[src/hdl/tm_pkg.sv]
// ----------------------------------------------------------------------------
// tm_pkg
// shared types, opcodes and status codes of the tiny machine step core
// ----------------------------------------------------------------------------
package tm_pkg;

	localparam int IMEM_DEPTH_DEF = 1024;
	localparam int DMEM_DEPTH_DEF = 1024;
	localparam int PC_INDEX_DEF   = 7;
	localparam int WORD_W         = 32;
	localparam int INSN_W         = 43;

	// request types
	localparam logic [1:0] REQ_LOAD_I = 2'd0;
	localparam logic [1:0] REQ_LOAD_D = 2'd1;
	localparam logic [1:0] REQ_STEP   = 2'd2;

	// opcodes
	localparam logic [4:0] OP_HALT = 5'd0;
	localparam logic [4:0] OP_IN   = 5'd1;
	localparam logic [4:0] OP_OUT  = 5'd2;
	localparam logic [4:0] OP_ADD  = 5'd3;
	localparam logic [4:0] OP_SUB  = 5'd4;
	localparam logic [4:0] OP_MUL  = 5'd5;
	localparam logic [4:0] OP_DIV  = 5'd6;
	localparam logic [4:0] OP_LD   = 5'd8;
	localparam logic [4:0] OP_ST   = 5'd9;
	localparam logic [4:0] OP_LDA  = 5'd11;
	localparam logic [4:0] OP_LDC  = 5'd12;
	localparam logic [4:0] OP_JLT  = 5'd13;
	localparam logic [4:0] OP_JLE  = 5'd14;
	localparam logic [4:0] OP_JGT  = 5'd15;
	localparam logic [4:0] OP_JGE  = 5'd16;
	localparam logic [4:0] OP_JEQ  = 5'd17;
	localparam logic [4:0] OP_JNE  = 5'd18;

	// status codes
	localparam logic [2:0] ST_OK      = 3'd0;
	localparam logic [2:0] ST_HALT    = 3'd1;
	localparam logic [2:0] ST_BAD_PC  = 3'd2;
	localparam logic [2:0] ST_BAD_DA  = 3'd3;
	localparam logic [2:0] ST_DIV0    = 3'd4;
	localparam logic [2:0] ST_ILLEGAL = 3'd5;

	typedef enum logic [2:0] {
		S_CLEAR,
		S_IDLE,
		S_FETCH,
		S_DEC,
		S_RDB,
		S_EXEC,
		S_LDW,
		S_DIV
	} tm_state_t;

	typedef struct packed {
		logic              done;
		logic [WORD_W-1:0] q;
	} tm_div_res_t;

endpackage

[src/hdl/tm_div.sv]
// ----------------------------------------------------------------------------
// tm_div
// iterative signed divider, one quotient bit per cycle, truncates toward zero
// ----------------------------------------------------------------------------
module tm_div
	import tm_pkg::*;
(
	input  logic              clk,
	input  logic              arst_n,
	input  logic              start,
	input  logic [WORD_W-1:0] a,
	input  logic [WORD_W-1:0] b,
	output tm_div_res_t       res
);

	localparam int CW = $clog2(WORD_W) + 1;

	logic [WORD_W-1:0] rem_q, quo_q, den_q;
	logic              neg_q, run_q, done_q;
	logic [CW-1:0]     cnt_q;
	logic [WORD_W:0]   rem_sh;
	logic [WORD_W:0]   rem_sub;
	logic              fits;

	assign rem_sh  = {rem_q, quo_q[WORD_W-1]};
	assign rem_sub = rem_sh - {1'b0, den_q};
	assign fits    = !rem_sub[WORD_W];

	always_ff @(posedge clk or negedge arst_n) begin
		if (!arst_n) begin
			run_q  <= 1'b0;
			done_q <= 1'b0;
			cnt_q  <= '0;
		end else begin
			done_q <= 1'b0;
			if (start) begin
				run_q <= 1'b1;
				cnt_q <= '0;
			end else if (run_q) begin
				cnt_q <= cnt_q + 1'b1;
				if (cnt_q == CW'(WORD_W - 1)) begin
					run_q  <= 1'b0;
					done_q <= 1'b1;
				end
			end
		end
	end

	always_ff @(posedge clk) begin
		if (start) begin
			rem_q <= '0;
			quo_q <= a[WORD_W-1] ? (~a + 1'b1) : a;
			den_q <= b[WORD_W-1] ? (~b + 1'b1) : b;
			neg_q <= a[WORD_W-1] ^ b[WORD_W-1];
		end else if (run_q) begin
			rem_q <= fits ? rem_sub[WORD_W-1:0] : rem_sh[WORD_W-1:0];
			quo_q <= {quo_q[WORD_W-2:0], fits};
		end
	end

	assign res.done = done_q;
	assign res.q    = neg_q ? (~quo_q + 1'b1) : quo_q;

endmodule

[config.mk]
export PLATFORM = sky130hd
export DESIGN_NAME = tm_div
export DESIGN_NICKNAME = d
export VERILOG_FILES = /design/src/hdl/tm_pkg.sv /design/src/hdl/tm_div.sv
export SDC_FILE = /design/constraint.sdc
export NUM_CORES = 1
export LEC_CHECK = 0
export ABC_AREA = 1
export BUFFER_PORTS_ARGS = -buffer_cell sky130_fd_sc_hd__clkbuf_2
export CORE_MARGIN = 5
export CORE_UTILIZATION = 30
export CTS_CLUSTER_DIAMETER = 100
export DETAILED_ROUTE_END_ITERATION = 6
export GPL_ROUTABILITY_DRIVEN = 0
export GPL_TIMING_DRIVEN = 0
export PLACE_DENSITY = 0.45
export SLEW_MARGIN = 20
export SYNTH_ARGS = -nofsm -noshare
export SYNTH_HDL_FRONTEND = slang
export SYNTH_SLANG_ARGS = --single-unit
[constraint.sdc]
create_clock -name clk -period 3.1 [get_ports clk]
set_input_delay 0.155 -clock clk [delete_from_list [all_inputs] [get_ports clk]]
set_output_delay 0.155 -clock clk [all_outputs]
set_load 0.03 [all_outputs]
Word-level counts from Yosys, hierarchy flattened
Index checks and enable logic that the tools add are counted.
{ "word_totals": {"word_cells": 34, "reg_bits": 105, "output_inout_bits": 33, "input_bits": 67} }
{ "classes": {"n_eq_ne": 1, "mux": 14, "bitwise": 4, "n_reduce_logical": 2, "add_sub_neg": 5} }
{ "op_table": {"columns": ["op", "count"], "rows": [
  ["$mux W32", 5],
  ["$add A32 B1 Y32 const B", 3],
  ["$not A32 Y32", 3],
  ["$sub A33 B32 Y33", 1],
  ["$mux W31", 1],
  ["$mux W6", 2],
  ["$add A6 B1 Y6 const B", 1],
  ["$eq A6 B5 Y1 const B", 1],
  ["$mux W1", 6],
  ["$reduce_bool A2 Y1", 1],
  ["$logic_not A1 Y1", 1],
  ["$xor A1 B1 Y1", 1]
]} }

Longest topological paths before layout
{ "depth": {"ltp_word": 4, "depth_mapped": 18, "ltp_nobuf": 17} }

Worst setup path after synthesis
No wires, ideal clock.
{ "synth_path": {"path_type": "reg-to-output", "from": "register quo_q[0]", "to": "output port res[26] (netlist name)", "path_slack_ns": 0.883, "t_required_ns": 2.945, "path_buffers": 0, "t_arrival_ns": 2.062, "path_stages_with_launch": 11, "cell_sequence": "edfxtp_1 -> inv_1 -> ha_1 -> nand3_1 -> nor3_1 -> nand2_1 -> inv_1 -> nand2_1 -> o21ai_0 -> o21ai_0 -> xor2_1"} }
{ "synth_rtl": {"columns": ["item", "line_no", "text"], "rows": [
  ["from (decl)", "tm_div.sv:18", "logic [WORD_W-1:0] rem_q, quo_q, den_q;"],
  ["from (signal assigned)", "tm_div.sv:52", "quo_q <= a[WORD_W-1] ? (~a + 1'b1) : a;"],
  ["from (signal assigned)", "tm_div.sv:57", "quo_q <= {quo_q[WORD_W-2:0], fits};"],
  ["to (decl)", "tm_div.sv:13", "output tm_div_res_t res"]
]} }

==> metrics <==
Post-DP Area=10,290 µm²; antenna violations before repair=0; clock root buffer=clkbuf_16; largest family of logic cells by synthesized area=simple AND/OR/NAND/NOR gates; CTS tree=yes; fin. max-slew vios=0; ys async rst share=7.619%; Compound-Gate Fraction of Synth Area=6.348%; Via density=4.472; cts bufs inserted=9; vias in the first global route=8,497; final hold viol count=0; critical path's slowest cell=edfxtp_1; Layout Skew=0.01171 ns; Port Buf Inserts=99; RSZ-0062 raised after global routing=false; Pleak=5.621 nW; Finish-stage setup viols=0; Cell Rows=64; Clk Latency, worst-skew pair=0.36 ns; drt initial violations=510; first-pass GRT wire length=45,310 µm; via count=8,877; Multi-input gate area=5261 µm²; Inserted Diodes=0; #FFs+latches synth=105; DP HPWL=23,560 µm; Cell Pwr Density=394.6 nW/µm²; setup tns final=0 ns; P&R area growth vs syn=14.11%; fraction of the cycle the final worst path needs=87.97%; Post-Synth Adder-Cell Area=5.057%; slowest cell delay on critical path=0.41 ns; final WL=28,150 µm; Initial Utilization=30.41%; Peak VDD IR=0.2879 mV; htree depth=3; Clock transition at path regs=0.08 ns; Syn Std Cell Area=9303 µm²; register area=2793 µm²; Yosys cell types=46; Max-Cap Viols=0; core box area=30,590 µm²; Final Power=0.004188 W; sequential-to-total area share from yosys stat=30.02%; Crit Path Class=register to output pin; Finished Cell Area=10,620 µm²; XOR/XNOR Fraction of Synth Area=8.379%; Die Wd=186.1 µm; outcome=completed; setup slack, reg-to-reg=0.42 ns; critical path endpoint category=output pin; EDFF count, synth=65; GRT Util Overall=16.58%; min Tclk post-route=2.727 ns; Worst Tran Pin Value=0.8298 ns; Simple-Gate Fraction of Synth Area=36.72%; Vert. Die Dim=186.1 µm; clock tree buffer depth=2; DRC violations left=0; cell family with most CP delay=simple AND/OR/NAND/NOR gates; setup bufs post-CTS=0; mux contribution to synthesized area=0%; fill count=3,477; DR WL/cell=14.18 µm; ratio of cells with drive above 1 in the final layout=9.692%; Arr. time, crit path=2.57 ns; syn_nets=1,578; Ports=100; fin util=34.70%; main flop type after synthesis=edfxtp_1; f_max=366.7 MHz; critical path required time=2.94 ns; Mapped Avg Cell Area=6.311 µm²; die area=34,630 µm²; GR Overflow Total=0; antenna-violating nets left=0; CP Cell Sequence=inv_1 > ha_1 > nand3_1 > nor3_2 > nand2_1 > inv_1 > nand2_1 > o21ai_1 > o21ai_0 > xor2_1 > clkbuf_2; worst hold path type=primary input to register; router iterations before antenna repair=5; Buffers & Inverters on Critical Path=3; clk sinks=105; nets=1,689; Critical Path Start Type=register; Cells after Synth=1,474; Worst slew margin=44.68%; CP max FO=3; Yosys warnings=0; largest net degree at the start of global routing=35
[layout by cell type, fill, tap and decap left out, types with 6 or more instances in the layout]
master     instances
nand4_1           22
nor3_1            23
o21ai_1           12
a21oi_1           27
inv_2              7
ha_1              36
clkbuf_16          9
o21ai_0           58
xor2_1            64
inv_1            283
dfxtp_1           32
and2_1             6
clkbuf_2          99
clkbuf_1          17
nor2_1           119
nand2_1          502
edfxtp_1          65
xnor2_1           25
dfrtp_1            8
nand3_1          106
[where the power goes]
part	leakage, nW	internal, W	total, W	switching (W)
Sequential	1.04	0.00162	0.00169	0.0000749
Clock	0.152	0.000645	0.00123	0.000587
Combinational	4.43	0.000389	0.00126	0.000875
[state kept, by name (all words and copies together) (netlist names)]
signal,cells
cnt_q,6
den_q,32
done_q,1
neg_q,1
quo_q,32
rem_q,32
run_q,1
[final timing paths]
kind,startpoint,to,depth (start not counted)
setup / recovery,quo_q[0]$_DFFE_PP_,res[26],11
hold / removal,b[0],den_q[0]$_DFFE_PP_,1
setup reg to reg,quo_q[31]$_DFFE_PP_,quo_q[0]$_DFFE_PP_,16
hold reg to reg,rem_q[25]$_SDFFE_PP0P_,rem_q[25]$_SDFFE_PP0P_,2
max in group asynchronous,arst_n,cnt_q[1]$_DFFE_PN0P_,2
min in group asynchronous,arst_n,cnt_q[5]$_DFFE_PN0P_,2
[logic make-up (layout without fill, tap and decap cells)]
group,count (synthesis),after routing
fa+ha+maj,37,37
buf+inv,321,436
simple gates,811,811
flops,105,105
compound gates,111,111
xor+xnor,89,89
[per-stage QoR]
stage | setup WS (ns) | hold slack [ns] | instances
2_1_floorplan | 0.8834 | -0.1406 | 1474
3_3_place_gp | -0.1830 | 0.02527 | 1969
3_5_place_dp | 0.2738 | 0.02440 | 1969
4_1_cts | 0.09140 | 0.03182 | 1985
5_1_grt | 0.1144 | 0.04103 | 1985
6_report | 0.3730 | 0.04180 | 1985
[synth_stat cells (2+ instances only)]
cell type / number / share of area, %
xnor2_1: 25 / 2.4
buf_6: 5 / 0.61
buf_2: 3 / 0.16
nor3b_1: 2 / 0.16
nand2_4: 4 / 0.48
inv_2: 6 / 0.24
a31oi_1: 3 / 0.20
nor4_1: 5 / 0.34
o21bai_1: 2 / 0.16
o21ai_1: 11 / 0.59
buf_4: 2 / 0.16
nor2_2: 3 / 0.20
or2_2: 5 / 0.34
xor2_1: 64 / 6.0
dfrtp_1: 8 / 2.2
buf_1: 3 / 0.12
nand2_2: 4 / 0.27
o21ai_0: 59 / 3.2
dfxtp_1: 32 / 6.9
inv_1: 284 / 11
nand2_1: 502 / 20
edfxtp_1: 65 / 21
ha_1: 36 / 4.8
o31ai_1: 4 / 0.32
nand4_1: 22 / 1.5
nand3b_1: 2 / 0.16
nor2_1: 119 / 4.8
a21oi_1: 27 / 1.5
clkbuf_1: 17 / 0.69
and2_1: 6 / 0.40
nand3_1: 106 / 5.7
nor3_1: 24 / 1.3
[timing repair]
item                                   CTS  global route
hold buffers                             1             0
endpoints found under the hold margin    8             0
setup endpoints to repair                0             3
gates resized for setup                  0             2
[final cells by class]
class	instances	area share, %
Timing Repair Buffer	100	4.762
Clock buffer	9	2.122
Tap cell	396	4.668
Clock inverter	6	0.7661
Multi-Input combinational cell	1048	49.56
Buffer	30	1.521
Sequential cell	105	26.31
Inverter	291	10.29
[routing by layer]
metal | global-route usage [%] | vias up | share of wire (%)
met3 | 2.111 | 14 | 3.9
li1 | - | 4783 | -
met4 | 2.536 | 0 | 0.75
met1 | 24.79 | 3910 | 52
met2 | 26.08 | 170 | 43
met5 | 0 | - | 0
No activity file was read; power rests on OpenSTA's default activity.
